**src/hdl/rgd_pkg.sv**
```systemverilog
// package: shared constants, codes, command and status types, sine table
`default_nettype none
package rgd_pkg;

  localparam int CELL_SHIFT_DEF = 6;
  localparam int ANGLE_BITS_DEF = 12;
  localparam int MAP_BITS_DEF   = 12;

  localparam logic [1:0] ACT_START  = 2'd0;
  localparam logic [1:0] ACT_STEP   = 2'd1;
  localparam logic [1:0] ACT_FINISH = 2'd2;

  localparam logic [1:0] SURF_DOOR = 2'd1;
  localparam logic [1:0] SURF_EXIT = 2'd2;

  localparam logic [2:0] FACE_WEST  = 3'd0;
  localparam logic [2:0] FACE_EAST  = 3'd1;
  localparam logic [2:0] FACE_NORTH = 3'd2;
  localparam logic [2:0] FACE_SOUTH = 3'd3;
  localparam logic [2:0] FACE_DOOR  = 3'd4;
  localparam logic [2:0] FACE_EXIT  = 3'd5;

  localparam int TABLE_DEPTH = 1024;
  localparam int DIV_LAST    = 32;

  typedef enum logic [3:0] {
    DP_NOP,
    DP_CAP_START,
    DP_CAP_FIN,
    DP_ROM_COS,
    DP_ROM_SIN,
    DP_SET_DIR,
    DP_DIV_X,
    DP_DIV_Y,
    DP_MUL_X,
    DP_SIDE_X,
    DP_SIDE_Y,
    DP_STEP,
    DP_OUT_CELL,
    DP_FIN_MUL,
    DP_OUT_FIN
  } dp_op_t;

  typedef struct packed {
    logic div_last;
  } dp_status_t;

  typedef logic [15:0] sine_rom_t [TABLE_DEPTH];

  function automatic sine_rom_t sine_build();
    sine_rom_t t;
    logic [63:0] x;
    logic [63:0] x2;
    logic [63:0] term;
    logic [63:0] v;
    logic signed [63:0] sum;
    for (int i = 0; i < TABLE_DEPTH; i++) begin
      x    = (64'd3373259426 * 64'(i)) >> 11;
      x2   = (x * x) >> 30;
      term = x;
      sum  = $signed(x);
      term = ((term * x2) >> 30) / 64'd6;
      sum  = sum - $signed(term);
      term = ((term * x2) >> 30) / 64'd20;
      sum  = sum + $signed(term);
      term = ((term * x2) >> 30) / 64'd42;
      sum  = sum - $signed(term);
      term = ((term * x2) >> 30) / 64'd72;
      sum  = sum + $signed(term);
      term = ((term * x2) >> 30) / 64'd110;
      sum  = sum - $signed(term);
      term = ((term * x2) >> 30) / 64'd156;
      sum  = sum + $signed(term);
      if (sum < 0) begin
        sum = 64'sd0;
      end
      v = ($unsigned(sum) + 64'd8192) >> 14;
      if (v > 64'd65535) begin
        v = 64'd65535;
      end
      t[i] = v[15:0];
    end
    return t;
  endfunction

  localparam sine_rom_t SINE_TABLE = sine_build();

endpackage
`default_nettype wire

```
**src/hdl/rgd_ctrl.sv**
```systemverilog
// controller: sequencing of start, step and finish words
`default_nettype none
module rgd_ctrl (
  input  wire logic                clk,
  input  wire logic                rst_n,
  input  wire logic                in_valid,
  input  wire logic [1:0]          in_action,
  output logic                     in_stall,
  output logic                     out_valid,
  input  wire logic                out_stall,
  input  wire rgd_pkg::dp_status_t status,
  output rgd_pkg::dp_op_t          op
);

  typedef enum logic [3:0] {
    S_IDLE, S_ROM_C, S_ROM_S, S_DIR, S_DIV_X, S_DIV_Y,
    S_MUL_X, S_SIDE_X, S_SIDE_Y, S_START_OUT, S_FIN_MUL, S_FIN_OUT
  } state_t;

  state_t state_r, state_nxt;
  logic   out_valid_r, out_valid_nxt;
  logic   accept;
  logic   out_free;
  logic   load;

  assign in_stall  = (state_r != S_IDLE) || (out_valid_r && out_stall);
  assign accept    = in_valid && !in_stall;
  assign out_free  = !out_valid_r || !out_stall;
  assign out_valid = out_valid_r;

  always_comb begin
    op        = rgd_pkg::DP_NOP;
    state_nxt = state_r;
    case (state_r)
      S_IDLE: begin
        if (accept) begin
          case (in_action)
            rgd_pkg::ACT_START: begin
              op        = rgd_pkg::DP_CAP_START;
              state_nxt = S_ROM_C;
            end
            rgd_pkg::ACT_STEP:   op = rgd_pkg::DP_STEP;
            rgd_pkg::ACT_FINISH: begin
              op        = rgd_pkg::DP_CAP_FIN;
              state_nxt = S_FIN_MUL;
            end
            default: op = rgd_pkg::DP_OUT_CELL;
          endcase
        end
      end
      S_ROM_C: begin
        op        = rgd_pkg::DP_ROM_COS;
        state_nxt = S_ROM_S;
      end
      S_ROM_S: begin
        op        = rgd_pkg::DP_ROM_SIN;
        state_nxt = S_DIR;
      end
      S_DIR: begin
        op        = rgd_pkg::DP_SET_DIR;
        state_nxt = S_DIV_X;
      end
      S_DIV_X: begin
        op = rgd_pkg::DP_DIV_X;
        if (status.div_last) begin
          state_nxt = S_DIV_Y;
        end
      end
      S_DIV_Y: begin
        op = rgd_pkg::DP_DIV_Y;
        if (status.div_last) begin
          state_nxt = S_MUL_X;
        end
      end
      S_MUL_X: begin
        op        = rgd_pkg::DP_MUL_X;
        state_nxt = S_SIDE_X;
      end
      S_SIDE_X: begin
        op        = rgd_pkg::DP_SIDE_X;
        state_nxt = S_SIDE_Y;
      end
      S_SIDE_Y: begin
        op        = rgd_pkg::DP_SIDE_Y;
        state_nxt = S_START_OUT;
      end
      S_START_OUT: begin
        if (out_free) begin
          op        = rgd_pkg::DP_OUT_CELL;
          state_nxt = S_IDLE;
        end
      end
      S_FIN_MUL: begin
        op        = rgd_pkg::DP_FIN_MUL;
        state_nxt = S_FIN_OUT;
      end
      S_FIN_OUT: begin
        if (out_free) begin
          op        = rgd_pkg::DP_OUT_FIN;
          state_nxt = S_IDLE;
        end
      end
      default: state_nxt = S_IDLE;
    endcase
  end

  assign load = (op == rgd_pkg::DP_STEP) || (op == rgd_pkg::DP_OUT_CELL) ||
                (op == rgd_pkg::DP_OUT_FIN);

  always_comb begin
    out_valid_nxt = out_valid_r;
    if (load) begin
      out_valid_nxt = 1'b1;
    end else if (!out_stall) begin
      out_valid_nxt = 1'b0;
    end
  end

  always_ff @(posedge clk) begin
    if (!rst_n) begin
      state_r     <= S_IDLE;
      out_valid_r <= 1'b0;
    end else begin
      state_r     <= state_nxt;
      out_valid_r <= out_valid_nxt;
    end
  end

endmodule
`default_nettype wire

```
**config.mk**
```make
export PLATFORM = sky130hd
export DESIGN_NAME = rgd_ctrl
export DESIGN_NICKNAME = d
export VERILOG_FILES = /design/src/hdl/rgd_pkg.sv /design/src/hdl/rgd_ctrl.sv
export SDC_FILE = /design/constraint.sdc
export NUM_CORES = 1
export LEC_CHECK = 0
export ABC_AREA = 1
export BUFFER_PORTS_ARGS = -buffer_cell sky130_fd_sc_hd__buf_2
export CAP_MARGIN = 20
export CORE_AREA = 2 2 39 41
export DETAILED_ROUTE_END_ITERATION = 8
export DIE_AREA = 0 0 41 43
export HOLD_SLACK_MARGIN = 0.03
export PLACE_DENSITY = 0.67
export SLEW_MARGIN = 25
export SYNTH_ARGS = -nofsm -noshare
export SYNTH_HDL_FRONTEND = slang
export SYNTH_SLANG_ARGS = --single-unit
export TNS_END_PERCENT = 10
```
**constraint.sdc**
```tcl
create_clock -name clk -period 3.99 [get_ports clk]
set_clock_uncertainty 0.1 [all_clocks]
set_input_delay 0.798 -clock clk [delete_from_list [all_inputs] [get_ports clk]]
set_output_delay 0.798 -clock clk [all_outputs]
set_load 0.005 [all_outputs]
```
# After elaboration in Yosys (flattened, before gate mapping)
# Cells that the tools add are included.
dict set report word_totals {
  latchBits 0
  n_memories 0
  in_bits 7
  mem_bits_rw 0
  rom_bits 0
  ff_bits 5
  word_cells 51
}
dict set report op_classes {
  order_cmp 0
  eq_ne 22
  reduce_logical 14
  n_mul 0
  shifts 0
  n_mux 13
  n_addsub 0
  n_div 0
  bitwise_logic 0
}
# op count
set ops {}
lappend ops {{4-bit case mux with 12 select lines} 1}
lappend ops {{4-bit case mux with 11 select lines} 1}
lappend ops {{4-bit == test, second input constant} 7}
lappend ops {{4-bit 2-to-1 mux} 7}
lappend ops {{4-bit by 3-bit == test with 1-bit output, second input constant} 4}
lappend ops {{4-bit case mux with 3 select lines} 1}
lappend ops {{4-bit by 2-bit == test with 1-bit output, second input constant} 2}
lappend ops {{4-bit case mux with 2 select lines} 1}
lappend ops {{2-bit inequality test, second input constant} 3}
lappend ops {{5-bit AND reduction} 1}
lappend ops {{4-bit by 1-bit == test with 1-bit output, second input constant} 1}
lappend ops {{4-bit logical NOT} 1}
lappend ops {{1-bit logical OR} 4}
lappend ops {{2-bit by 1-bit inequality test with 1-bit output, second input constant} 2}
lappend ops {{4-bit nonzero test} 1}
lappend ops {{1-bit logical NOT} 3}
lappend ops {{3-bit by 1-bit inequality test with 1-bit output, second input constant} 1}
lappend ops {{2-bit by 1-bit == test with 1-bit output, second input constant} 1}
lappend ops {{2-bit == test, second input constant} 1}
lappend ops {{1-bit logical AND} 2}
lappend ops {{2-bit logical NOT} 1}
lappend ops {{1-bit 2-to-1 mux} 2}
lappend ops {{2-bit OR reduction} 1}

# Depth between registers and ports, before layout
dict set report depth {
  ltp_word 10
  mapped_depth 10
  mapped_depth_nobuf 10
}

# Worst setup path before layout
# Ideal clock, no wire load.
dict set report synth_path {
  kind {input-to-output}
  start {input in_action[1]}
  end {output op[3]}
  t_required_ps 3092
  arrival_ps 1308
  stages 6
  path_buffers 0
  slack_ps 1784
  cell_sequence {inv_1 ha_1 nor2_1 nor2_1 nor2_1 inv_1}
}
dict set report synth_between {
  elab_chain_len 4
  word_cells_on_any_way 6
}
# element line_no
set synth_lines {}
lappend synth_lines {{from (decl)} rgd_ctrl.sv:7} ;# input wire logic [1:0] in_action,
lappend synth_lines {{2-bit == test, or another cell as far along} rgd_ctrl.sv:37} ;# case (in_action)
lappend synth_lines {{4-bit case mux with 3 select lines (*)} rgd_ctrl.sv:37}
lappend synth_lines {{4-bit 2-to-1 mux (*)} rgd_ctrl.sv:36} ;# if (accept) begin
lappend synth_lines {{4-bit case mux with 12 select lines (*)} rgd_ctrl.sv:34} ;# case (state_r)
lappend synth_lines {{to (decl)} rgd_ctrl.sv:12} ;# output rgd_pkg::dp_op_t op
# Every way passes the cells marked *; elsewhere a longest branch is shown, timed or not.

# Worst setup path in the final report
# Ends and elaborated chain as after synthesis.

==> impl_results.rst <==
.. list-table::
   :header-rows: 1

   * - Metric
     - Value
   * - Startpoint type of the worst setup path
     - input pin
   * - Area share of and/or/nand/nor cells after synthesis
     - 45.7%
   * - Dpl hpwl
     - 1030 µm
   * - Rel. slew slack
     - 77.7%
   * - Setup_tns
     - 0 ps
   * - Pin count of the biggest net entering global routing
     - 9
   * - Synth area leader
     - sky130_fd_sc_hd__dfxtp_1
   * - CP required
     - 3090 ps
   * - Deepest level of the CTS H-tree
     - 1
   * - Ys flop type
     - sky130_fd_sc_hd__dfxtp_1
   * - Router iterations before antenna repair
     - 4
   * - Overflow after GRT
     - 0
   * - Routed vias/inst
     - 4.95
   * - Hold Crit Start
     - out_valid
   * - Routed WL per cell
     - 9.96 µm
   * - Final setup fails
     - 0
   * - Sinks on the clock net
     - 5
   * - Period Utilization, post-route
     - 62.4%
   * - Maximum VDD drop
     - 298 µV
   * - Number of nets in the finished design
     - 120
   * - Maximum fanout encountered on the critical timing path
     - 3
   * - Count of unique library cells instantiated by Yosys
     - 25
   * - DR vias
     - 614
   * - Net Count, Synth
     - 104
   * - Width of the die
     - 41 µm
   * - Latest clock arrival within the worst-skew pair
     - 240 ps
   * - Flip-flop and latch count after synthesis
     - 5
   * - Final antenna-violating net count
     - 0
   * - Area grow syn2layout
     - 16.3%
   * - Maximum frequency from static timing analysis
     - 0.402 GHz
   * - Total leakage power
     - 0.365 nW
   * - Hold slack final
     - 438 ps
   * - R2r endpoint
     - state_r[1]
   * - CP Class
     - input pin to output pin
   * - Adder and majority cell fraction of the synthesized area
     - 8.58%
   * - Type of the worst min-delay path
     - flop to flop
   * - Remaining DRCs
     - 0
   * - Setup slack, reg-to-reg
     - 2470 ps
   * - Area of the placeable core
     - 0.00138 mm²
   * - Total buffers and inverters traversed by the critical path
     - 4
   * - Core utilization of the finished layout
     - 49.0%
   * - Synthesized-area fraction occupied by ao, oa, aoi and oai cells
     - 16.3%
   * - Data arrival at the endpoint of the critical path
     - 1590 ps
   * - Max Slew Vio Count
     - 0
   * - Cells traversed along the worst timing path
     - buf_2 > inv_1 > ha_1 > nor2_1 > nor2_1 > nor2_1 > inv_1 > buf_2
   * - Delay of the slowest cell on the worst path
     - 190 ps
   * - Cell chosen for the clock root
     - sky130_fd_sc_hd__clkbuf_4
   * - Depth of the worst hold-timing path
     - 2
   * - Critical path launch point
     - in_action[1]
   * - Status
     - finished clean
   * - Die area
     - 0.00176 mm²
   * - Cells taking the most area after synthesis
     - sky130_fd_sc_hd__dfxtp_1, sky130_fd_sc_hd__nand2_1, sky130_fd_sc_hd__nor2_1
   * - Number of buffers on the longest clock path
     - 2
   * - Kind of end point of the critical path
     - output pin
   * - Setup repair after global routing missed its margin
     - no
   * - Multiplexer fraction of the synthesized cell area
     - 0%
   * - Min Tclk post-route
     - 2490 ps
   * - Cell family with most CP delay
     - buffers and inverters
   * - Source of the worst register-to-register timing path
     - state_r[1]
   * - Average cell area after synthesis
     - 6.27 µm²
   * - GPL Wtd Cong
     - 0.882
   * - Number of primary I/O pins
     - 13
   * - Detailed Route Iter0 Violations
     - 11
   * - Instance count of the mapped netlist
     - 93
   * - Transition time of the tightest slew-check pin
     - 334 ps
   * - Count of input and output buffers
     - 12
   * - Post-synthesis sequential area ratio
     - 17.2%
   * - Cts bufs inserted
     - 3
   * - Proportion of layout cells with a drive suffix above 1
     - 28.7%
   * - Fin. Hold Viols
     - 0
   * - TritonCTS clock tree
     - built
   * - Hold worst-path end
     - out_valid
   * - Placement row count
     - 14
   * - Commonest cells in the synthesized netlist
     - sky130_fd_sc_hd__nand2_1, sky130_fd_sc_hd__nor2_1, sky130_fd_sc_hd__inv_1
   * - FF-to-FF path depth
     - 9
   * - Post-CTS sizing
     - 0
   * - Power Total
     - 0.522 mW
   * - Global-route wire length before repair
     - 2130 µm
   * - Number of enable-type register cells in the synthesized netlist
     - 0
   * - PD cells
     - 769 mW/mm²
   * - Standard cell with the maximum stage delay on the critical path
     - sky130_fd_sc_hd__ha_1
   * - Hold bufs inserted after CTS
     - 0
   * - Number of setup buffers added after CTS
     - 0
   * - Number of antenna violations at the first check in global routing
     - 0
   * - Detailed Route WL
     - 1240 µm
   * - Worst path most repeated cell
     - sky130_fd_sc_hd__nor2_1
   * - Area fraction of the dominant cell type after synthesis
     - 17.2%
   * - Chip Height
     - 43 µm
   * - Effective utilization at floorplan
     - 42.1%
   * - Async set-reset flop share out of synthesis
     - 0%
   * - Overall Global Routing Usage
     - 17.5%
   * - Xor/xnor cell area share of the yosys netlist
     - 0%
   * - Summed instance area of the synthesized netlist
     - 583 µm²
   * - Count of synthesis-stage warnings from yosys
     - 0
   * - Combinational family with the most area after synthesis
     - simple AND/OR/NAND/NOR gates
   * - Vias in the first global route
     - 542
   * - Total of max-cap violations
     - 0
   * - Clock slew at the register clock pins of the worst setup and hold paths
     - 40 ps
   * - Diode insertion count for antenna repair
     - 0
   * - Most numerous cell in the Yosys netlist
     - sky130_fd_sc_hd__nand2_1
[stage by stage]
| stage | instance area, µm² | worst slack [ps] | instances |
|---|---|---|---|
| floorplan | 583 | 1780 | 93 |
| global placement | 652 | 1510 | 120 |
| detailed placement | 652 | 1500 | 120 |
| CTS | 678 | 1490 | 124 |
| global route | 678 | 1380 | 124 |
| finish | 678 | 1500 | 124 |
[sequential cells by signal, summed over array words and instances, names as in the netlist]
signal     flops
out_valid      1
state_r        4
[power breakdown]
group          switching (mW)  internal (mW)
Sequential             0.0352         0.0681
Combinational           0.218          0.143
Clock                  0.0204         0.0378
[worst register-to-register path, cell delays in order, from the launching register on]
cell	delay [ps]
sky130_fd_sc_hd__dfxtp_1	510
sky130_fd_sc_hd__nor2_4	100
sky130_fd_sc_hd__nand2_4	110
sky130_fd_sc_hd__inv_1	60
sky130_fd_sc_hd__nand3b_1	90
sky130_fd_sc_hd__nand3_2	100
sky130_fd_sc_hd__nor2_2	160
sky130_fd_sc_hd__nand2_1	60
sky130_fd_sc_hd__o21ai_1	70
sky130_fd_sc_hd__nor2_1	40
[routing by layer]
metal / global-route usage (%) / up-vias / wire length [µm]
met5: 0 / - / 0
met4: 2.00 / 0 / 0
met3: 7.85 / 0 / 66
met2: 26.9 / 15 / 610
met1: 22.4 / 272 / 557
li1: - / 327 / -
[layout make-up]
type                            count  area (µm²)
Tap cell                           16        20.0
Fill cell                         154         706
Multi-Input combinational cell     71         412
Sequential cell                     5         100
Inverter                           16        60.1
Timing Repair Buffer               12        60.1
Clock buffer                        4        26.3
[placed cells by master, fill, tap and decap left out]
cell / count
sky130_fd_sc_hd__clkbuf_1: 1
sky130_fd_sc_hd__o21ai_1: 1
sky130_fd_sc_hd__a21oi_2: 2
sky130_fd_sc_hd__nor2_2: 2
sky130_fd_sc_hd__nand2_1: 18
sky130_fd_sc_hd__or2_1: 1
sky130_fd_sc_hd__a221oi_1: 1
sky130_fd_sc_hd__nand3_2: 2
sky130_fd_sc_hd__o21ai_0: 3
sky130_fd_sc_hd__o2111ai_1: 1
sky130_fd_sc_hd__nand2_2: 3
sky130_fd_sc_hd__dfxtp_1: 5
sky130_fd_sc_hd__nand2_4: 1
sky130_fd_sc_hd__nor3_1: 2
sky130_fd_sc_hd__a21oi_1: 5
sky130_fd_sc_hd__o21a_1: 1
sky130_fd_sc_hd__nor2_1: 14
sky130_fd_sc_hd__inv_1: 13
sky130_fd_sc_hd__o31ai_1: 1
sky130_fd_sc_hd__nand3b_1: 1
sky130_fd_sc_hd__buf_2: 12
sky130_fd_sc_hd__nand4_1: 1
sky130_fd_sc_hd__nand3_1: 4
sky130_fd_sc_hd__inv_2: 3
sky130_fd_sc_hd__clkbuf_4: 3
sky130_fd_sc_hd__nor2_4: 3
sky130_fd_sc_hd__ha_1: 4
[how the worst max path moves through the flow]
stage	endpoint	slack, ps	cells after the start
detailed placement	op[3]	1500	8
CTS	op[3]	1490	8
floorplan	op[3]	1780	6
global placement	op[3]	1510	8
finish	op[3]	1500	8
global route	op[3]	1380	8
[logic make-up (layout without fill, tap and decap cells)]
logic type | after synthesis | count (layout)
AOI/OAI and AO/OA | 15 | 15
adders and majority gates | 4 | 4
buffers and inverters | 17 | 32
DFF | 5 | 5
and+or+nand+nor | 52 | 52
Power figures use the tool's default switching activity.
